==> src/sv/ppm_channel_decoder_macros.svh <==
// -----------------------------------------------------------------------------
// ppm channel decoder assertion macros
// shared concurrent assertion forms, reset-qualified
// -----------------------------------------------------------------------------
`ifndef PPM_CHANNEL_DECODER_MACROS_SVH
`define PPM_CHANNEL_DECODER_MACROS_SVH

// antecedent implies consequent in the same cycle
`define PPM_ASSERT_IMPL(label, clk, rst, ante, cons) \
   label: assert property (@(posedge clk) disable iff (rst) (ante) |-> (cons)) \
      else $error("ppm decoder check failed");

// antecedent implies consequent in the next cycle
`define PPM_ASSERT_NEXT(label, clk, rst, ante, cons) \
   label: assert property (@(posedge clk) disable iff (rst) (ante) |=> (cons)) \
      else $error("ppm decoder check failed");

`endif

==> src/sv/ppm_pkg.sv <==
// -----------------------------------------------------------------------------
// ppm_pkg
// shared constants, types and helpers of the ppm channel decoder
// -----------------------------------------------------------------------------
`default_nettype none

package ppm_pkg;

   localparam int CHANNELS  = 8;
   localparam int MAX_OUT   = 8;
   localparam int CH_LIMIT  = (CHANNELS > MAX_OUT) ? MAX_OUT : CHANNELS;
   localparam int SLOT_W    = (CHANNELS > 1) ? $clog2(CHANNELS) : 1;
   localparam int CNT_W     = 4;
   localparam int REG_W     = 16;
   localparam int ADDR_W    = 2;
   localparam int TICK_W    = 16;
   localparam int FINE_W    = 9;
   localparam int GAP_W     = 24;
   localparam int DIFF_W    = 11;
   localparam int POS_W     = 8;
   localparam int IDX_W     = 3;

   localparam logic [GAP_W-1:0]  TICK_US      = GAP_W'(200);
   localparam logic [15:0]       RECIP_5      = 16'hCCCD;   // floor(x/5) = x*RECIP_5 >> 18
   localparam logic [GAP_W-1:0]  POS_SAT_DIFF = GAP_W'(1280);
   localparam logic [TICK_W-1:0] TICK_MAX     = '1;

   localparam logic [REG_W-1:0] SYNC_RESET   = REG_W'(3000);
   localparam logic [REG_W-1:0] OFFSET_RESET = REG_W'(1000);
   localparam logic [CNT_W-1:0] COUNT_RESET  = CNT_W'(8);

   localparam logic [ADDR_W-1:0] REG_SYNC_THRESHOLD = 2'd0;
   localparam logic [ADDR_W-1:0] REG_PULSE_OFFSET   = 2'd1;
   localparam logic [ADDR_W-1:0] REG_CHANNEL_COUNT  = 2'd2;

   localparam logic CMD_TICK = 1'b0;
   localparam logic CMD_EDGE = 1'b1;

   localparam int QUEUE_DEPTH = 2;
   localparam int QPTR_W      = (QUEUE_DEPTH > 1) ? $clog2(QUEUE_DEPTH) : 1;

   typedef enum logic {
      OP_STORE = 1'b0,
      OP_BURST = 1'b1
   } op_type;

   typedef struct packed {
      logic [REG_W-1:0] sync_threshold_us;
      logic [REG_W-1:0] pulse_offset_us;
      logic [CNT_W-1:0] channel_count;
   } cfg_type;

   typedef struct packed {
      op_type            op;
      logic [SLOT_W-1:0] slot;
      logic [POS_W-1:0]  value;
      logic [CNT_W-1:0]  count;
   } q_entry_type;

   typedef struct packed {
      logic full;
      logic empty;
   } q_status_type;

   // channel count as used: zero acts as one, large values clip to the store
   function automatic logic [CNT_W-1:0] eff_count(input logic [CNT_W-1:0] cc);
      logic [CNT_W-1:0] n;
      n = cc;
      if (n == '0) begin
         n = CNT_W'(1);
      end
      if (n > CNT_W'(CH_LIMIT)) begin
         n = CNT_W'(CH_LIMIT);
      end
      return n;
   endfunction

endpackage

`default_nettype wire

==> src/sv/ppm_front.sv <==
// -----------------------------------------------------------------------------
// ppm_front
// accepts ticks and edges, forms the gap and classifies each edge
// -----------------------------------------------------------------------------
`default_nettype none

module ppm_front (
   input  wire                  clock,
   input  wire                  reset,
   input  ppm_pkg::cfg_type     cfg,
   input  wire                  in_valid,
   output logic                 in_ready,
   input  wire                  in_cmd,
   input  wire  [8:0]           in_fine,
   output logic                 push_valid,
   input  wire                  push_ready,
   output ppm_pkg::q_entry_type push_data
);
   import ppm_pkg::*;

   typedef enum logic [3:0] {
      F_IDLE  = 4'b0001,
      F_SUM   = 4'b0010,
      F_CLASS = 4'b0100,
      F_PUSH  = 4'b1000
   } fstate_type;

   fstate_type         state_ff, state_in;
   logic [TICK_W-1:0]  tick_count_ff, tick_count_in;
   logic [CNT_W-1:0]   slot_index_ff, slot_index_in;
   logic [GAP_W-1:0]   coarse_ff, coarse_in;
   logic [FINE_W-1:0]  fine5_ff, fine5_in;
   logic [GAP_W-1:0]   gap_ff, gap_in;
   logic               sync_ff, sync_in;
   logic               sat_ff, sat_in;
   logic [DIFF_W-1:0]  diff_ff, diff_in;

   logic [26:0]        fine_prod;
   logic [26:0]        pos_prod;
   logic [GAP_W-1:0]   gap_less;
   logic [CNT_W-1:0]   n_eff;
   logic [POS_W-1:0]   pos;
   logic               want_push;

   assign in_ready  = (state_ff == F_IDLE);
   assign n_eff     = eff_count(cfg.channel_count);
   assign fine_prod = 27'({in_fine, 2'b00}) * 27'(RECIP_5);
   assign gap_less  = gap_ff - GAP_W'(cfg.pulse_offset_us);
   assign pos_prod  = 27'(diff_ff) * 27'(RECIP_5);
   assign pos       = sat_ff ? '1 : pos_prod[25:18];
   assign want_push = sync_ff || (slot_index_ff < n_eff);

   always_comb begin
      state_in      = state_ff;
      tick_count_in = tick_count_ff;
      slot_index_in = slot_index_ff;
      coarse_in     = coarse_ff;
      fine5_in      = fine5_ff;
      gap_in        = gap_ff;
      sync_in       = sync_ff;
      sat_in        = sat_ff;
      diff_in       = diff_ff;
      push_valid    = 1'b0;
      push_data.op    = sync_ff ? OP_BURST : OP_STORE;
      push_data.slot  = slot_index_ff[SLOT_W-1:0];
      push_data.value = pos;
      push_data.count = n_eff;
      unique case (state_ff)
         F_IDLE: begin
            if (in_valid) begin
               if (in_cmd == CMD_TICK) begin
                  if (tick_count_ff != TICK_MAX) begin
                     tick_count_in = tick_count_ff + TICK_W'(1);
                  end
               end else begin
                  coarse_in     = GAP_W'(tick_count_ff) * TICK_US;
                  fine5_in      = fine_prod[26:18];
                  tick_count_in = '0;
                  state_in      = F_SUM;
               end
            end
         end
         F_SUM: begin
            gap_in   = coarse_ff + GAP_W'(fine5_ff);
            state_in = F_CLASS;
         end
         F_CLASS: begin
            sync_in = gap_ff > GAP_W'(cfg.sync_threshold_us);
            // gap at or below the offset gives position zero
            if (gap_ff <= GAP_W'(cfg.pulse_offset_us)) begin
               sat_in  = 1'b0;
               diff_in = '0;
            end else begin
               sat_in  = gap_less >= POS_SAT_DIFF;
               diff_in = gap_less[DIFF_W-1:0];
            end
            state_in = F_PUSH;
         end
         F_PUSH: begin
            if (!want_push) begin
               state_in = F_IDLE;
            end else begin
               push_valid = 1'b1;
               if (push_ready) begin
                  slot_index_in = sync_ff ? '0 : slot_index_ff + CNT_W'(1);
                  state_in      = F_IDLE;
               end
            end
         end
         default: state_in = F_IDLE;
      endcase
   end

   always_ff @(posedge clock) begin
      if (reset) begin
         state_ff      <= F_IDLE;
         tick_count_ff <= '0;
         slot_index_ff <= '0;
      end else begin
         state_ff      <= state_in;
         tick_count_ff <= tick_count_in;
         slot_index_ff <= slot_index_in;
      end
   end

   always_ff @(posedge clock) begin
      coarse_ff <= coarse_in;
      fine5_ff  <= fine5_in;
      gap_ff    <= gap_in;
      sync_ff   <= sync_in;
      sat_ff    <= sat_in;
      diff_ff   <= diff_in;
   end

endmodule

`default_nettype wire

==> src/sv/ppm_queue.sv <==
// -----------------------------------------------------------------------------
// ppm_queue
// short command queue between classification and execution
// -----------------------------------------------------------------------------
`default_nettype none

module ppm_queue (
   input  wire                  clock,
   input  wire                  reset,
   input  wire                  push_valid,
   output logic                 push_ready,
   input  ppm_pkg::q_entry_type push_data,
   output logic                 pop_valid,
   input  wire                  pop_ready,
   output ppm_pkg::q_entry_type pop_data,
   output ppm_pkg::q_status_type status
);
   import ppm_pkg::*;

   localparam int LVL_W = $clog2(QUEUE_DEPTH + 1);

   q_entry_type        entry_ff [QUEUE_DEPTH];
   logic [QPTR_W-1:0]  wr_ptr_ff, wr_ptr_in;
   logic [QPTR_W-1:0]  rd_ptr_ff, rd_ptr_in;
   logic [LVL_W-1:0]   level_ff, level_in;
   logic               do_push, do_pop;

   assign status.full  = (level_ff == LVL_W'(QUEUE_DEPTH));
   assign status.empty = (level_ff == '0);
   assign push_ready   = !status.full;
   assign pop_valid    = !status.empty;
   assign pop_data     = entry_ff[rd_ptr_ff];
   assign do_push      = push_valid && push_ready;
   assign do_pop       = pop_valid && pop_ready;

   always_comb begin
      wr_ptr_in = wr_ptr_ff;
      rd_ptr_in = rd_ptr_ff;
      level_in  = level_ff;
      if (do_push) begin
         wr_ptr_in = (wr_ptr_ff == QPTR_W'(QUEUE_DEPTH - 1)) ? '0 : wr_ptr_ff + QPTR_W'(1);
      end
      if (do_pop) begin
         rd_ptr_in = (rd_ptr_ff == QPTR_W'(QUEUE_DEPTH - 1)) ? '0 : rd_ptr_ff + QPTR_W'(1);
      end
      if (do_push && !do_pop) begin
         level_in = level_ff + LVL_W'(1);
      end else if (do_pop && !do_push) begin
         level_in = level_ff - LVL_W'(1);
      end
   end

   always_ff @(posedge clock) begin
      if (reset) begin
         wr_ptr_ff <= '0;
         rd_ptr_ff <= '0;
         level_ff  <= '0;
      end else begin
         wr_ptr_ff <= wr_ptr_in;
         rd_ptr_ff <= rd_ptr_in;
         level_ff  <= level_in;
      end
   end

   always_ff @(posedge clock) begin
      if (do_push) begin
         entry_ff[wr_ptr_ff] <= push_data;
      end
   end

endmodule

`default_nettype wire

==> src/sv/ppm_back.sv <==
// -----------------------------------------------------------------------------
// ppm_back
// holds the channel positions, writes them and reads out sync bursts
// -----------------------------------------------------------------------------
`default_nettype none

module ppm_back (
   input  wire                  clock,
   input  wire                  reset,
   input  wire                  pop_valid,
   output logic                 pop_ready,
   input  ppm_pkg::q_entry_type pop_data,
   output logic                 out_valid,
   input  wire                  out_ready,
   output logic [2:0]           out_index,
   output logic [7:0]           out_value,
   output logic                 out_last
);
   import ppm_pkg::*;

   typedef enum logic [1:0] {
      B_IDLE  = 2'b01,
      B_BURST = 2'b10
   } bstate_type;

   bstate_type        state_ff, state_in;
   logic [POS_W-1:0]  store_ff [CHANNELS];
   logic [CNT_W-1:0]  k_ff, k_in;
   logic [CNT_W-1:0]  count_ff, count_in;
   logic              valid_ff, valid_in;
   logic [IDX_W-1:0]  index_ff, index_in;
   logic [POS_W-1:0]  value_ff, value_in;
   logic              last_ff, last_in;
   logic              out_free;
   logic              is_last;
   logic              do_write;

   assign pop_ready = (state_ff == B_IDLE);
   assign out_free  = !valid_ff || out_ready;
   assign is_last   = (k_ff + CNT_W'(1)) == count_ff;
   assign do_write  = pop_valid && pop_ready && (pop_data.op == OP_STORE);
   assign out_valid = valid_ff;
   assign out_index = index_ff;
   assign out_value = value_ff;
   assign out_last  = last_ff;

   always_comb begin
      state_in = state_ff;
      k_in     = k_ff;
      count_in = count_ff;
      valid_in = valid_ff && !out_ready;
      index_in = index_ff;
      value_in = value_ff;
      last_in  = last_ff;
      unique case (state_ff)
         B_IDLE: begin
            if (pop_valid && pop_data.op == OP_BURST) begin
               k_in     = '0;
               count_in = pop_data.count;
               state_in = B_BURST;
            end
         end
         B_BURST: begin
            // one channel per cycle into the output register, while it is free
            if (out_free) begin
               valid_in = 1'b1;
               index_in = k_ff[IDX_W-1:0];
               value_in = store_ff[k_ff[SLOT_W-1:0]];
               last_in  = is_last;
               k_in     = k_ff + CNT_W'(1);
               if (is_last) begin
                  state_in = B_IDLE;
               end
            end
         end
         default: state_in = B_IDLE;
      endcase
   end

   always_ff @(posedge clock) begin
      if (reset) begin
         state_ff <= B_IDLE;
         valid_ff <= 1'b0;
         for (int i = 0; i < CHANNELS; i++) begin
            store_ff[i] <= '0;
         end
      end else begin
         state_ff <= state_in;
         valid_ff <= valid_in;
         if (do_write) begin
            store_ff[pop_data.slot] <= pop_data.value;
         end
      end
   end

   always_ff @(posedge clock) begin
      k_ff     <= k_in;
      count_ff <= count_in;
      index_ff <= index_in;
      value_ff <= value_in;
      last_ff  <= last_in;
   end

endmodule

`default_nettype wire

==> src/sv/ppm_channel_decoder.sv <==
// -----------------------------------------------------------------------------
// ppm_channel_decoder
// rc pulse-position decoder: ticks and edges in, channel positions out
// -----------------------------------------------------------------------------
// channel   ports                          carries
// req       req_tvalid/tready/tdata/tuser  tuser: command, tdata[8:0]: fine_count
// rsp       rsp_tvalid/tready/tdata/tlast  tdata[2:0]: index, [10:3]: value
// csr       csr_we/csr_addr/csr_wdata      register writes, no read-back
//
// a tick leaves the front ready; an edge holds the input busy in the
// front (product, gap sum, classify, enqueue), longer if the queue is full.
// a sync burst drains from the back at one channel per cycle of a free
// output register and stalls while rsp_tready is low.
// reset is synchronous; it clears the tick count, slot index and positions.
// -----------------------------------------------------------------------------
`default_nettype none

module ppm_channel_decoder (
   input  wire         clock,
   input  wire         reset,
   input  wire         req_tvalid,
   output logic        req_tready,
   input  wire  [15:0] req_tdata,    // [8:0] fine_count
   input  wire         req_tuser,    // [0] command
   output logic        rsp_tvalid,
   input  wire         rsp_tready,
   output logic [15:0] rsp_tdata,    // [2:0] channel_index, [10:3] channel_value
   output logic        rsp_tlast,
   input  wire         csr_we,
   input  wire  [1:0]  csr_addr,
   input  wire  [15:0] csr_wdata
);
   import ppm_pkg::*;

   `include "ppm_channel_decoder_macros.svh"

   cfg_type      cfg_ff, cfg_in;
   logic         push_valid, push_ready;
   q_entry_type  push_data;
   logic         pop_valid, pop_ready;
   q_entry_type  pop_data;
   q_status_type q_status;
   logic [2:0]   out_index;
   logic [7:0]   out_value;

   always_comb begin
      cfg_in = cfg_ff;
      if (csr_we) begin
         unique case (csr_addr)
            REG_SYNC_THRESHOLD: cfg_in.sync_threshold_us = csr_wdata;
            REG_PULSE_OFFSET:   cfg_in.pulse_offset_us   = csr_wdata;
            REG_CHANNEL_COUNT:  cfg_in.channel_count     = csr_wdata[CNT_W-1:0];
            default:            cfg_in = cfg_ff;
         endcase
      end
   end

   always_ff @(posedge clock) begin
      if (reset) begin
         cfg_ff.sync_threshold_us <= SYNC_RESET;
         cfg_ff.pulse_offset_us   <= OFFSET_RESET;
         cfg_ff.channel_count     <= COUNT_RESET;
      end else begin
         cfg_ff <= cfg_in;
      end
   end

   ppm_front u_front (
      .clock      (clock),
      .reset      (reset),
      .cfg        (cfg_ff),
      .in_valid   (req_tvalid),
      .in_ready   (req_tready),
      .in_cmd     (req_tuser),
      .in_fine    (req_tdata[8:0]),
      .push_valid (push_valid),
      .push_ready (push_ready),
      .push_data  (push_data)
   );

   ppm_queue u_queue (
      .clock      (clock),
      .reset      (reset),
      .push_valid (push_valid),
      .push_ready (push_ready),
      .push_data  (push_data),
      .pop_valid  (pop_valid),
      .pop_ready  (pop_ready),
      .pop_data   (pop_data),
      .status     (q_status)
   );

   ppm_back u_back (
      .clock      (clock),
      .reset      (reset),
      .pop_valid  (pop_valid),
      .pop_ready  (pop_ready),
      .pop_data   (pop_data),
      .out_valid  (rsp_tvalid),
      .out_ready  (rsp_tready),
      .out_index  (out_index),
      .out_value  (out_value),
      .out_last   (rsp_tlast)
   );

   assign rsp_tdata = {5'b0, out_value, out_index};

   // an edge transaction keeps the front busy on the next cycle
   `PPM_ASSERT_NEXT(a_edge_busy, clock, reset, req_tvalid && req_tready && req_tuser, !req_tready)
   // a tick transaction leaves the front ready again
   `PPM_ASSERT_NEXT(a_tick_ready, clock, reset, req_tvalid && req_tready && !req_tuser, req_tready)
   // queue cannot be full and empty at once
   `PPM_ASSERT_IMPL(a_queue_sane, clock, reset, 1'b1, !(q_status.full && q_status.empty))

endmodule

`default_nettype wire
==> config.mk <==
export PLATFORM = sky130hd
export DESIGN_NAME = ppm_channel_decoder
export DESIGN_NICKNAME = d
export VERILOG_FILES = /design/src/sv/ppm_pkg.sv /design/src/sv/ppm_front.sv /design/src/sv/ppm_queue.sv /design/src/sv/ppm_back.sv /design/src/sv/ppm_channel_decoder.sv
export VERILOG_INCLUDE_DIRS = /design/src /design/src/sv
export SDC_FILE = /design/constraint.sdc
export NUM_CORES = 1
export LEC_CHECK = 0
export BUFFER_PORTS_ARGS = -buffer_cell sky130_fd_sc_hd__clkbuf_2
export CAP_MARGIN = 10
export CORE_MARGIN = 3
export CORE_UTILIZATION = 57
export DETAILED_ROUTE_END_ITERATION = 7
export GPL_TIMING_DRIVEN = 0
export PLACE_DENSITY = 0.77
export RECOVER_POWER = 25
export SETUP_SLACK_MARGIN = 0.2
export SLEW_MARGIN = 10
export SYNTH_ARGS = -nofsm -noshare
export SYNTH_HDL_FRONTEND = slang
export SYNTH_SLANG_ARGS = --single-unit
export TNS_END_PERCENT = 50
==> constraint.sdc <==
create_clock -name clock -period 4.5 [get_ports clock]
set_input_delay 0.675 -clock clock [delete_from_list [all_inputs] [get_ports clock]]
set_output_delay 0.675 -clock clock [all_outputs]
set_load 0.02 [all_outputs]
# Word level (Yosys, flattened, before mapping)
# Memory sizes are Yosys's and may differ from the RTL's. A register that Yosys moved wholly into a read port is not among the register bits.
# Index checks and enable logic that the tools add are counted.
[word_totals]
n_memories = 2
rom_bits = 0
latch_bits = 0
reg_bits = 146
out_inout_bits = 19
word_cells = 131
inputBits = 40
ram_bits = 96
[classes]
shifts = 0
n_div = 0
magnitude_cmp = 5
mux = 39
addsub = 9
n_reduce_logical = 33
multipliers = 3
bitwise_logic = 2
n_eq_ne = 17
[mem_list]
columns = ["memory", "depth", "width", "read_ports", "rd_ports_with_merged_regs", "write_ports", "line_no", "source"]
rows = [
  ["u_back.store_ff", 8, 8, 1, 1, 8, "ppm_back.sv:27", "logic [POS_W-1:0] store_ff [CHANNELS];"],
  ["u_queue.entry_ff", 2, 16, 1, 1, 1, "ppm_queue.sv:22", "q_entry_type entry_ff [QUEUE_DEPTH];"],
]
[ops]
columns = ["op", "n"]
rows = [
  ["two-way mux 4 bit", 9],
  ["two-way mux 16 bit", 2],
  ["multiplier 11 x 16 -> 26 bit (second input constant)", 1],
  ["multiplier 9 x 16 -> 25 bit (second input constant)", 1],
  ["adder 24 x 9 -> 24 bit", 1],
  ["greater-or-equal comparator 24 x 11 -> 1 bit (second input constant)", 1],
  ["> comparator 24 x 16 -> 1 bit", 1],
  ["<= comparator 24 x 16 -> 1 bit", 1],
  ["subtractor 24 x 16 -> 24 bit", 1],
  ["multiplier 16 x 5 -> 21 bit (second input constant)", 1],
  ["AND reduction 3 bit", 6],
  ["two-way mux 1 bit", 17],
  ["adder 16 x 1 -> 16 bit (second input constant)", 1],
  ["two-way mux 8 bit", 2],
  ["inequality test 16 bit (second input constant)", 1],
  ["one-hot mux 4 bit (4 select lines)", 1],
  ["two-way mux 2 bit", 5],
  ["AND reduction 2 bit", 5],
  ["adder 4 x 1 -> 4 bit (second input constant)", 2],
  ["one-hot mux 4 bit (2 select lines)", 1],
  ["OR reduction 8 bit", 1],
  ["logical AND 1 bit", 7],
  ["== test 2 bit (second input constant)", 3],
  ["logical NOT 1 bit", 6],
  ["other kinds (21)", 31],
]

# Longest topological paths before layout
# Gate-level depths: netlist of run 1.
[logic_depth]
ltp_word = 13
ltp_mapped = 20
ltp_nobuf = 20

# By module
# A second synthesis of run 1 with hierarchy kept.
[hier_totals]
cells_unflattened = 1623
area_unflattened_um2 = 17865.9
[modules_own_cells]
columns = ["mod", "n_inst", "cells_per_inst", "area_per_inst_um2", "seq_area_each_um2"]
rows = [
  ["ppm_front", 1, 1163, 11025.6, 2492.4],
  ["ppm_back", 1, 235, 3952.5, 2582.5],
  ["ppm_channel_decoder", 1, 148, 1502.7, 720.7],
  ["ppm_queue", 1, 77, 1385.1, 1061.0],
]

# Worst setup path after synthesis of run 1
# No wires, ideal clock.
[synth_timing]
path_kind = "register to register"
from = "register u_front.diff_ff[8]"
to = "memory u_queue.entry_ff[0][10] in the netlist's numbering, data pin"
stages_incl_launch_ff = 19
t_required_ns = 4.239
setup_ns = 0.261
path_buffers = 0
arrival_ns = 4.405
path_slack_ns = -0.166
synth_period_minus_slack_ns = 4.666
cell_sequence = "edfxtp_1 > ha_1 > inv_1 > fa_1 > inv_1 > fa_1 > inv_1 > fa_1 > inv_1 > fa_1 > ha_1 > o21ai_0 > nor2_1 > o21ai_0 > a41oi_1 > o41ai_2 > o21ai_0 > xnor2_1 > nand2b_1"
[synth_rtl]
columns = ["item", "line_no", "source"]
rows = [
  ["start: declaration", "ppm_front.sv:36", "logic [DIFF_W-1:0] diff_ff, diff_in;"],
  ["start signal: assignment", "ppm_front.sv:132", "diff_ff <= diff_in;"],
  ["end: declaration", "ppm_queue.sv:22", ""],
]

==> summary.txt, run 1 <==
Outcome
  – Outcome: complete, but fails checks
  – Failing checks: setup timing

Layout
  – Nets: 2,024
  – # fillers: 2,181
  – Reg area: 6860 um^2
  – Layout Area Growth over Synthesis: 12.3%
  – Antenna cells: 0
  – Share of layout cells above drive strength 1: 12.3%
  – Area of the multi-input gates: 9350 um^2

Clock network
  – TritonCTS Buffers: 26
  – Clk buf depth: 3
  – Worst-path clk slew: 0.06 ns
  – H-tree depth: 1
  – Clock sink count: 251
  – CTS root buf: clkbuf_16
  – CTS tree: yes
  – Clk Latency, worst-skew pair: 0.54 ns
  – Hold_buf cts: 0

Critical path
  – CP startpoint: u_front.diff_ff[6]
  – Critical-path cell list: ha_4, inv_2, fa_2, fa_1, fa_2, fa_1, inv_2, ha_4, a211oi_2, o21ai_1, o211ai_1, buf_4, a41oi_4, o41ai_4, o21ai_1, xnor2_1, nand2b_1
  – FF-to-FF Start: u_front.diff_ff[6]
  – Reg2Reg Capture Point: u_queue.entry_ff[0][11]
  – R2R Setup Slk: -0.29 ns
  – Crit Path Max Fanout: 4
  – Worst EP arrival: 5.06 ns
  – Critical Path RT: 4.77 ns
  – Critical Path Slowest Stage Cell: fa_2
  – Critical path type: reg -> reg
  – CP Launch Type: register
  – Delay of the slowest critical-path stage: 0.61 ns
  – Critical path endpoint: u_queue.entry_ff[0][11]
  – Worst r2r path cells: 17
  – Nature of the critical path endpoint: register

Floorplanning
  – Die height: 178 um
  – Placeable Area: 29,000 um^2
  – Die area: 31,800 um^2
  – Die width: 178 um
  – Site row count: 62
  – Initial core utilization: 58.4%
  – Top Ports: 59

Timing
  – Slew headroom: 17.5%
  – Max-slew violations: 0
  – Worst Clk Skew: 0.0259 ns
  – Fin. Hold Viols: 0
  – Fin crit period: 4.79 ns
  – Final setup margin: -0.291 ns
  – RSZ-0062 raised after global routing: yes
  – Fin crit share: 106%
  – Final setup viols: 10
  – Highest clock rate: 0.209 GHz
  – Worst-margin pin slew: 1.22 ns

Synthesis
  – Syn Std Cell Area: 17,000 um^2
  – Synth Area in Compound Gates: 8.32%
  – Xor/xnor share of the synthesized area: 4.24%
  – Simple-gate share of the synthesized area: 11.6%
  – Cells after Synth: 1,589
  – Largest family of logic cells by synthesized area: adder cells
  – Synth Area in Adders: 25.0%
  – Synth unique cells: 72
  – Mean Syn Cell Area: 10.7 um^2
  – Multiplexer share of the synthesized area: 4.13%
  – Sequential-to-total area share from yosys stat: 40.4%
  – Asr flop ratio synth: 0%
  – Number of flops mapped to enable cells by yosys: 183
  – Most used DFF post-synth: edfxtp_1
  – Seq cells post-synth: 251
  – Yosys warning count: 0

Global routing
  – GRT Overall Usage: 22.5%
  – Largest net degree at the start of global routing: 33
  – Vias in the first global route: 12,106
  – Initial antenna violation count: 0
  – First-pass GRT wire length: 57,900 um
  – Overflow after GRT: 0

Place
  – Placed wire-length estimate: 27,300 um
  – IO Port Bufs: 46
  – Place WS: -0.538 ns
  – GP Congestion: 0.888

Power
  – Ratio of total power to cell area: 346 nW/um^2
  – LEAKAGE: 0.00834 uW
  – Total power: 6600 uW
  – Peak supply drop: 0.000261 V

Min path
  – Min-Delay Path Class: in -> reg

Route
  – Detail Route Antenna Nets: 0
  – Via count: 11,638
  – Final wirelength: 35,200 um
  – Vias per cell: 5.56
  – Drc violations: 0
  – Avg WL per Cell: 16.8 um
  – Drt first pass iters: 8
  – 1st-iter DRT viols: 771

Flow run
  – Max-cap violations: 0
[report_power, final]
group	total, uW	internal [uW]	switching (uW)
Clock	2220	1310	911
Sequential	2760	2690	74.8
Combinational	1620	722	898
Total	6600	4710	1880
[per-layer routing]
| layer | track usage [%] | part of all wire [%] |
|---|---|---|
| met3 | 2.49 | 4.1 |
| met5 | 0 | 0 |
| met2 | 42.0 | 52 |
| met4 | 7.63 | 3.6 |
| met1 | 26.9 | 40 |
[cell type report]
cell class / instances / area share [%]
tap: 384 / 2.52
multi-input combinational: 1066 / 49.1
timing repair buffer: 69 / 2.08
sequential: 251 / 36.0
clock buffer: 36 / 3.99
clock inverter: 12 / 0.723
inverter: 244 / 4.81
buffer: 32 / 0.749
[flip-flops by register name (all words and copies together), names as in the netlist, 8 cells and up, named ones only]
name / count
u_back.store_ff: 64
cfg_ff: 36
u_queue.entry_ff: 32
u_front.gap_ff: 24
u_front.coarse_ff: 21
u_front.tick_count_ff: 16
u_front.diff_ff: 11
u_front.fine5_ff: 9
u_back.out_value: 8
[kinds of logic (layout without fill, tap and decap cells)]
group | after synthesis | count (layout)
buffers and inverters | 276 | 393
xor gates and xnor gates | 82 | 82
adders and majority gates | 294 | 294
muxes | 48 | 48
and+or+nand+nor | 418 | 418
other | 1 | 5
AOI/OAI and AO/OA | 219 | 219
DFF | 251 | 251
[repair_timing]
action / 4_1_cts / 5_1_grt
gates resized for setup: 21 / 24
buffers inserted: 16 / 1
gates cloned: 0 / 0
setup endpoints to repair: 19 / 21
pin swaps: 31 / 23
hold endpoints to repair: 0 / 0
[critical path: cells and delay by family (launching register included)]
family,cells,cell delay [ns]
compound gates,6,1.07
xor+xnor,1,0.15
fa+ha+maj,6,2.45
buf+inv,3,0.24
flops,1,0.49
simple gates,1,0.12
[synth_stat cells, types with 21 or more instances]
cell      count  area [um^2]
edfxtp_1    183         5500
nand3_1      23          115
nand2_1     119          447
fa_1         74         1480
xor2_1       28          245
xnor2_1      54          473
clkbuf_1     21         78.8
ha_1        220         2750
nor2_1      150          563
o21ai_0      40          200
a21oi_1      81          405
dfxtp_1      68         1360
inv_1       243          912
[through the flow]
stage | instance area [um^2] | hold WS (ns) | util [%] | setup TNS (ns) | cells
2_1_floorplan | 17100 | 0.400 | - | -0.0422 | 1593
3_3_place_gp | 17800 | 0.402 | 61.2 | -4.78 | 2023
3_5_place_dp | 17800 | 0.416 | 61.4 | -6.72 | 2029
4_1_cts | 18900 | 0.384 | 65.3 | -1.76 | 2093
5_1_grt | 19000 | 0.419 | 65.6 | -4.55 | 2094
6_report | 19000 | 0.397 | 65.6 | -2.35 | 2094
[placed cells by master (no fill, tap or decap), types with 13 or more instances in the layout]
| master | netlist | routed |
|---|---|---|
| xor2_1 | 28 | 28 |
| clkbuf_16 | 0 | 27 |
| nand4_1 | 13 | 13 |
| inv_1 | 243 | 231 |
| a21oi_1 | 81 | 77 |
| clkbuf_1 | 21 | 35 |
| o211ai_1 | 16 | 16 |
| ha_1 | 220 | 207 |
| xnor2_1 | 54 | 53 |
| ha_4 | 0 | 13 |
| nor2_1 | 150 | 147 |
| nand3_1 | 23 | 22 |
| edfxtp_1 | 183 | 183 |
| fa_1 | 74 | 65 |
| o21a_1 | 13 | 13 |
| mux2_2 | 15 | 15 |
| nor3_1 | 15 | 15 |
| mux4_2 | 16 | 16 |
| nand2_1 | 119 | 119 |
| o21ai_0 | 40 | 36 |
| a21o_1 | 13 | 13 |
| nand2b_1 | 14 | 14 |
| nor2b_1 | 17 | 17 |
| buf_4 | 5 | 22 |
| dfxtp_1 | 68 | 68 |
| mux2i_1 | 17 | 17 |
| clkbuf_2 | 0 | 43 |
[worst min path at each step]
stage                         to  slack (ns)  cells after the start           startpoint
5_1_grt                cfg_ff[5]        0.42                      3         csr_wdata[1]
4_1_cts               cfg_ff[34]        0.38                      3        csr_wdata[14]
3_3_place_gp   u_front.gap_ff[2]        0.40                      0  u_front.fine5_ff[2]
3_5_place_dp   u_front.gap_ff[1]        0.42                      0  u_front.fine5_ff[1]
2_1_floorplan  u_front.gap_ff[0]        0.40                      0  u_front.fine5_ff[0]
6_report              cfg_ff[34]        0.40                      3        csr_wdata[14]
(Power assumes the default switching activity.)
==> run 2: changes to the inputs <==
--- a/config.mk
+++ b/config.mk
@@ -13,7 +13,7 @@
 export DETAILED_ROUTE_END_ITERATION = 7
 export GPL_TIMING_DRIVEN = 0
 export PLACE_DENSITY = 0.77
-export RECOVER_POWER = 25
+export RECOVER_POWER = 100
 export SETUP_SLACK_MARGIN = 0.2
 export SLEW_MARGIN = 10
 export SYNTH_ARGS = -nofsm -noshare
==> run 2 against run 1 <==
The run ends with capacitance limit, setup timing left. Utilization down 0.34 points. Hold slack gained 0.0022 ns. Sequential power about the same. Count of clock-buffer cells in the layout unchanged. Largest power group unchanged. Wire length increased by 0.31%. Global-route usage unchanged.
==> summary.txt, run 2 (synthesized netlist as in run 1, its figures left out) <==
Outcome
  – Outcome: complete, but fails checks
  – Failing checks: capacitance limit, setup timing

Place
  – Placed wire-length estimate: 27,300 um
  – GP Congestion: 0.888
  – Place WS: -0.538 ns
  – IO Port Bufs: 46

Min path
  – Min-Delay Path Class: in -> reg

Layout
  – Largest register FFs: 64
  – Most common cell after layout, fill and taps aside: inv_1
  – Biggest regs: u_back.store_ff (64), cfg_ff (36), u_queue.entry_ff (32)
  – Commonest non-fill, non-tap cells in the layout: inv_1 (231), ha_1 (207), edfxtp_1 (183)
  – Layout Area Growth over Synthesis: 11.8%
  – Biggest register: u_back.store_ff
  – Nets: 2,024
  – Antenna cells: 0
  – Share of layout cells above drive strength 1: 10.8%
  – Core Util, Final: 65.3%

Power
  – LEAKAGE: 0.00826 uW
  – Peak supply drop: 0.000261 V
  – Total power: 6570 uW
  – Ratio of total power to cell area: 347 nW/um^2

Critical path
  – Critical Path Slowest Stage Cell: fa_2
  – Top delay family on crit path: adder cells
  – Crit Path Max Fanout: 4
  – Critical path type: reg -> reg
  – Nature of the critical path endpoint: register
  – Critical Path RT: 4.77 ns
  – Buffers & Inverters on Critical Path: 3
  – CP Launch Type: register
  – Delay of the slowest critical-path stage: 0.61 ns
  – Critical-path cell list: ha_4, inv_2, fa_2, fa_1, fa_2, fa_1, inv_2, ha_4, a211oi_2, o21ai_1, o211ai_1, buf_4, a41oi_4, o41ai_4, o21ai_1, xnor2_1, nand2b_1
  – Worst EP arrival: 5.06 ns

Timing
  – Final setup viols: 10
  – Slew headroom: 2.42%
  – Worst-margin pin slew: 1.45 ns
  – Fin. Hold Viols: 0
  – RSZ-0062 raised after global routing: yes
  – Highest clock rate: 0.209 GHz
  – Worst Clk Skew: 0.0257 ns
  – Fin crit period: 4.79 ns
  – Hold_ws: 0.399 ns
  – Final TNS setup: -2.30 ns
  – Max-slew violations: 0
  – Fin crit share: 106%
  – Final setup margin: -0.287 ns

Clock network
  – CTS root buf: clkbuf_16
  – CTS tree: yes
  – Clk Latency, worst-skew pair: 0.54 ns
  – Hold_buf cts: 0
  – H-tree depth: 1
  – TritonCTS Buffers: 26
  – Clock sink count: 251
  – Clk buf depth: 3
  – Worst-path clk slew: 0.06 ns

Global routing
  – Largest net degree at the start of global routing: 33
  – Overflow after GRT: 0
  – First-pass GRT wire length: 57,900 um
  – Vias in the first global route: 12,106
  – Initial antenna violation count: 0
  – GRT Overall Usage: 22.5%

Floorplanning
  – Top Ports: 59
  – Die width: 178 um
  – Site row count: 62
  – Initial core utilization: 58.4%
  – Die height: 178 um
  – Die area: 31,800 um^2
  – Placeable Area: 29,000 um^2

Route
  – Final wirelength: 35,300 um
  – Drc violations: 0
  – Detail Route Antenna Nets: 0
  – Drt first pass iters: 7
  – Vias per cell: 5.57
  – 1st-iter DRT viols: 708
  – Avg WL per Cell: 16.9 um
  – Via count: 11,659

Flow run
  – Max-cap violations: 1
-- run 2: tightest hold or removal path, cell delays in order --
cell	delay (ns)
clkbuf_2	0.11
nand2_1	0.06
a21oi_1	0.05
-- run 2: metal layers --
metal  wire [um]  vias to the layer above  part of all wire, %  track usage [%]
met2       18500                      272                   52             42.0
met1       14400                     5643                   41             26.9
li1            -                     5664                    -                -
met3        1260                       80                  3.6             2.49
met4        1180                        0                  3.3             7.63
met5           0                        -                    0                0
-- run 2: repair_timing --
item	in CTS	in global routing
buffers inserted	16	1
endpoints found under the setup margin	19	21
pin swaps	31	23
resized for setup	21	24
-- run 2: path summary, 6_finish.rpt --
| path | start | cells past startpoint | end | slack, ns |
|---|---|---|---|---|
| min | csr_wdata[14] | 3 | cfg_ff[34] | 0.40 |
| max reg2reg | u_front.diff_ff[6] | 17 | u_queue.entry_ff[0][11] | -0.29 |
| min reg2reg | u_front.fine5_ff[1] | 0 | u_front.gap_ff[1] | 0.42 |
| max | u_front.diff_ff[6] | 17 | u_queue.entry_ff[0][11] | -0.29 |
-- run 2: stage by stage --
step	cells	cell area, um^2
floorplan	1593	17100
global placement	2023	17800
detailed placement	2029	17800
CTS	2093	18900
global route	2094	18900
finish	2094	18900
-- run 2: area by class of cell --
type,instances,area (um^2)
buffer,32,140
clock buffer,36,759
clock inverter,12,138
fill,2203,10100
inverter,244,916
multi-input combinational,1066,9290
sequential,251,6860
tap,384,480
timing repair buffer,69,362
-- run 2: power breakdown --
group / total [uW] / leakage, uW / switching [uW] / internal, uW
logic: 1590 / 0.00559 / 881 / 709
registers: 2760 / 0.00224 / 74.6 / 2690
clock network: 2210 / 0.000438 / 908 / 1310
total: 6570 / 0.00826 / 1860 / 4700
==> run 3: changes to the inputs <==
--- a/config.mk
+++ b/config.mk
@@ -6,13 +6,14 @@
 export SDC_FILE = /design/constraint.sdc
 export NUM_CORES = 1
 export LEC_CHECK = 0
+export ABC_AREA = 1
 export BUFFER_PORTS_ARGS = -buffer_cell sky130_fd_sc_hd__clkbuf_2
 export CAP_MARGIN = 10
 export CORE_MARGIN = 3
-export CORE_UTILIZATION = 57
+export CORE_UTILIZATION = 58
 export DETAILED_ROUTE_END_ITERATION = 7
 export GPL_TIMING_DRIVEN = 0
-export PLACE_DENSITY = 0.77
+export PLACE_DENSITY = 0.78
 export RECOVER_POWER = 100
 export SETUP_SLACK_MARGIN = 0.2
 export SLEW_MARGIN = 10
==> run 3 against run 2 <==
The run ends with setup timing left. Cell count up 26%. Cell area up 8.0%. Die area up 6.3%. Largest cell class unchanged. Critical endpoint unchanged. Via count up 24%. Critical path type unchanged. Global-route usage up 1.9 points. Utilization up 0.90 points. Largest power group unchanged. Maximum frequency up 3.6%. Worst setup slack better by 0.17 ns. Sequential share of layout area down 2.7 points.
==> summary.txt, run 3 <==
Outcome
  – Outcome: complete, but fails checks
  – Failing checks: setup timing

Place
  – Placed Instance Area: 19,200 um^2
  – Placed wire-length estimate: 32,600 um
  – Dpl cells: 2,560
  – GP Congestion: 0.929
  – IO Port Bufs: 46

Clock network
  – CTS tree: yes
  – Clk buf depth: 3
  – CTS root buf: clkbuf_16
  – H-tree depth: 1
  – Worst-path clk slew: 0.06 ns
  – Clock sink count: 251
  – Clk Latency, worst-skew pair: 0.53 ns
  – TritonCTS Buffers: 26

Timing
  – Worst-margin pin slew: 1.45 ns
  – Final setup margin: -0.121 ns
  – Worst Clk Skew: 0.0219 ns
  – Fin crit share: 103%
  – Max-slew violations: 0
  – Slew headroom: 3.54%
  – Highest clock rate: 0.216 GHz
  – Fin crit period: 4.62 ns
  – Final setup viols: 8
  – RSZ-0062 raised after global routing: yes
  – Final TNS setup: -0.649 ns
  – Fin. Hold Viols: 0

Critical path
  – Nature of the critical path endpoint: register
  – Critical path type: reg -> reg
  – Crit Path Max Fanout: 5
  – CP Launch Type: register
  – Top delay family on crit path: adder cells
  – Critical Path RT: 4.77 ns
  – Worst EP arrival: 4.89 ns
  – Critical Path Slowest Stage Cell: fa_2
  – Delay of the slowest critical-path stage: 0.58 ns
  – Buffers & Inverters on Critical Path: 5
  – R2R Setup Slk: -0.12 ns
  – Critical-path cell list: ha_4, inv_4, fa_2, fa_1, inv_1, fa_1, inv_2, fa_2, inv_2, ha_4, a21o_1, a31oi_1, nor2_1, nor2_2, nand3_4, a21oi_2, inv_1, nand2_1, nand3_2

Synthesis
  – Sequential-to-total area share from yosys stat: 37.3%
  – Asr flop ratio synth: 0%
  – Synth area leaders: edfxtp_1 (30%), ha_1 (15%), fa_1 (8.1%)
  – Top-count cell post-synth: inv_1
  – Most used DFF post-synth: edfxtp_1
  – Synth top area share: 29.9%
  – Yosys warning count: 0
  – Largest family of logic cells by synthesized area: adder cells
  – Synth area leader: edfxtp_1
  – Xor/xnor share of the synthesized area: 2.95%
  – Synth Area in Adders: 23.0%
  – Synth Area in Compound Gates: 9.14%
  – Cells after Synth: 2,113
  – Mean Syn Cell Area: 8.70 um^2
  – Number of flops mapped to enable cells by yosys: 183
  – Synth unique cells: 59
  – Most frequent cells after synthesis: inv_1 (382), nand2_1 (322), nor2_1 (253), ha_1 (220), edfxtp_1 (183)
  – Seq cells post-synth: 251
  – Simple-gate share of the synthesized area: 18.1%
  – Syn Std Cell Area: 18,400 um^2
  – Multiplexer share of the synthesized area: 0.436%

Power
  – Peak supply drop: 0.000289 V
  – LEAKAGE: 0.00969 uW
  – Ratio of total power to cell area: 333 nW/um^2

Layout
  – Antenna cells: 0
  – Biggest register: u_back.store_ff
  – Commonest non-fill, non-tap cells in the layout: inv_1 (375), nand2_1 (323), nor2_1 (250)
  – Share of layout cells above drive strength 1: 9.65%
  – Most common cell after layout, fill and taps aside: inv_1
  – Biggest regs: u_back.store_ff (64), cfg_ff (36), u_queue.entry_ff (32)
  – Non-filler cells, final: 2,635
  – Layout Area Growth over Synthesis: 11.3%
  – Fin area: 20,500 um^2
  – Largest register FFs: 64
  – Nets: 2,553

Route
  – Drc violations: 0
  – Via count: 14,457
  – Avg WL per Cell: 15.9 um
  – Final wirelength: 41,800 um
  – 1st-iter DRT viols: 1,033
  – Vias per cell: 5.49
  – Drt first pass iters: 5
  – Detail Route Antenna Nets: 0

Min path
  – Min-Delay Path Class: in -> reg

Global routing
  – Largest net degree at the start of global routing: 32
  – Overflow after GRT: 0
  – GRT Overall Usage: 24.5%
  – Initial antenna violation count: 0
  – Vias in the first global route: 14,240
  – First-pass GRT wire length: 67,800 um

Floorplanning
  – Initial core utilization: 59.5%
  – Site row count: 64
  – Die width: 184 um
  – Die area: 33,900 um^2
  – Top Ports: 59
  – Die height: 184 um
  – Placeable Area: 30,900 um^2

Flow run
  – Max-cap violations: 0
run 3: cell count changes after synthesis, sizes merged, moves of 14 or more:
cell	before	now
xnor2	54	16
mux4	16	0
nor3	15	33
o21ai	42	100
nand2b	14	0
mux2	15	0
nand2	119	341
a21oi	81	130
xor2	28	46
nor2	151	269
inv	243	397
nor2b	17	0
nand3	24	79
run 3: metrics by stage:
stage	utilization [%]	setup slack, ns	power, uW	hold slack, ns
3_3_place_gp	61.9	-0.318	4590	0.401
3_5_place_dp	62.0	-0.350	4650	0.418
2_1_floorplan	-	0.225	4170	0.400
6_report	66.2	-0.121	6820	0.424
5_1_grt	66.2	-0.212	7200	0.426
4_1_cts	65.9	-0.0475	6850	0.366
run 3: what timing repair did:
action | 4_1_cts | 5_1_grt
gates resized for setup | 35 | 44
hold buffers | 0 | 0
endpoints found under the setup margin | 16 | 16
buffers inserted | 19 | 8
hold endpoints to repair | 0 | 0
pin swaps | 32 | 31
run 3: area by class of cell:
class,count,area (um^2)
Multi-Input combinational cell,1435,10100
Fill cell,2453,10400
Clock inverter,14,131
Timing Repair Buffer,74,430
Tap cell,396,495
Buffer,33,145
Inverter,398,1500
Sequential cell,251,6860
Clock buffer,34,766
run 3: worst paths after layout:
check	startpoint	to	cells after the start
max	u_front.diff_ff[6]	u_queue.entry_ff[0][11]	19
min	csr_wdata[7]	cfg_ff[27]	3
max reg2reg	u_front.diff_ff[6]	u_queue.entry_ff[0][11]	19
min reg2reg	u_front.fine5_ff[1]	u_front.gap_ff[1]	0
run 3: power by group:
| group | switching, uW | internal (uW) | total (uW) |
|---|---|---|---|
| clock | 876 | 1320 | 2190 |
| combinational | 1230 | 667 | 1890 |
| sequential | 58.8 | 2670 | 2730 |
| total | 2160 | 4660 | 6820 |
run 3: worst register-to-register path, cell delays in order, from the launching register on:
cell	delay (ns)
edfxtp_1	0.51
ha_4	0.35
inv_4	0.04
fa_2	0.46
fa_1	0.49
inv_1	0.05
fa_1	0.50
inv_2	0.05
fa_2	0.58
inv_2	0.05
ha_4	0.23
a21o_1	0.17
a31oi_1	0.13
nor2_1	0.07
nor2_2	0.15
nand3_4	0.13
a21oi_2	0.19
inv_1	0.07
nand2_1	0.07
nand3_2	0.08
run 3: cells by family (layout without fill, tap and decap cells):
group | after synthesis | count (layout)
AND/OR/NAND/NOR | 766 | 766
buffers and inverters | 431 | 553
AO/OA/AOI/OAI | 300 | 300
adder cells (fa/ha/maj) | 294 | 294
flip-flops | 251 | 251
XOR/XNOR | 62 | 62
multiplexers | 8 | 8
other | 1 | 5
run 3: routing by layer:
| metal | wire, um | part of all wire (%) | vias up | global-route usage [%] |
|---|---|---|---|---|
| li1 | - | - | 7134 | - |
| met1 | 17200 | 41 | 6803 | 30.9 |
| met2 | 21200 | 51 | 424 | 44.4 |
| met3 | 2110 | 5.0 | 96 | 2.99 |
| met4 | 1310 | 3.1 | 0 | 6.68 |
| met5 | 0 | 0 | - | 0 |
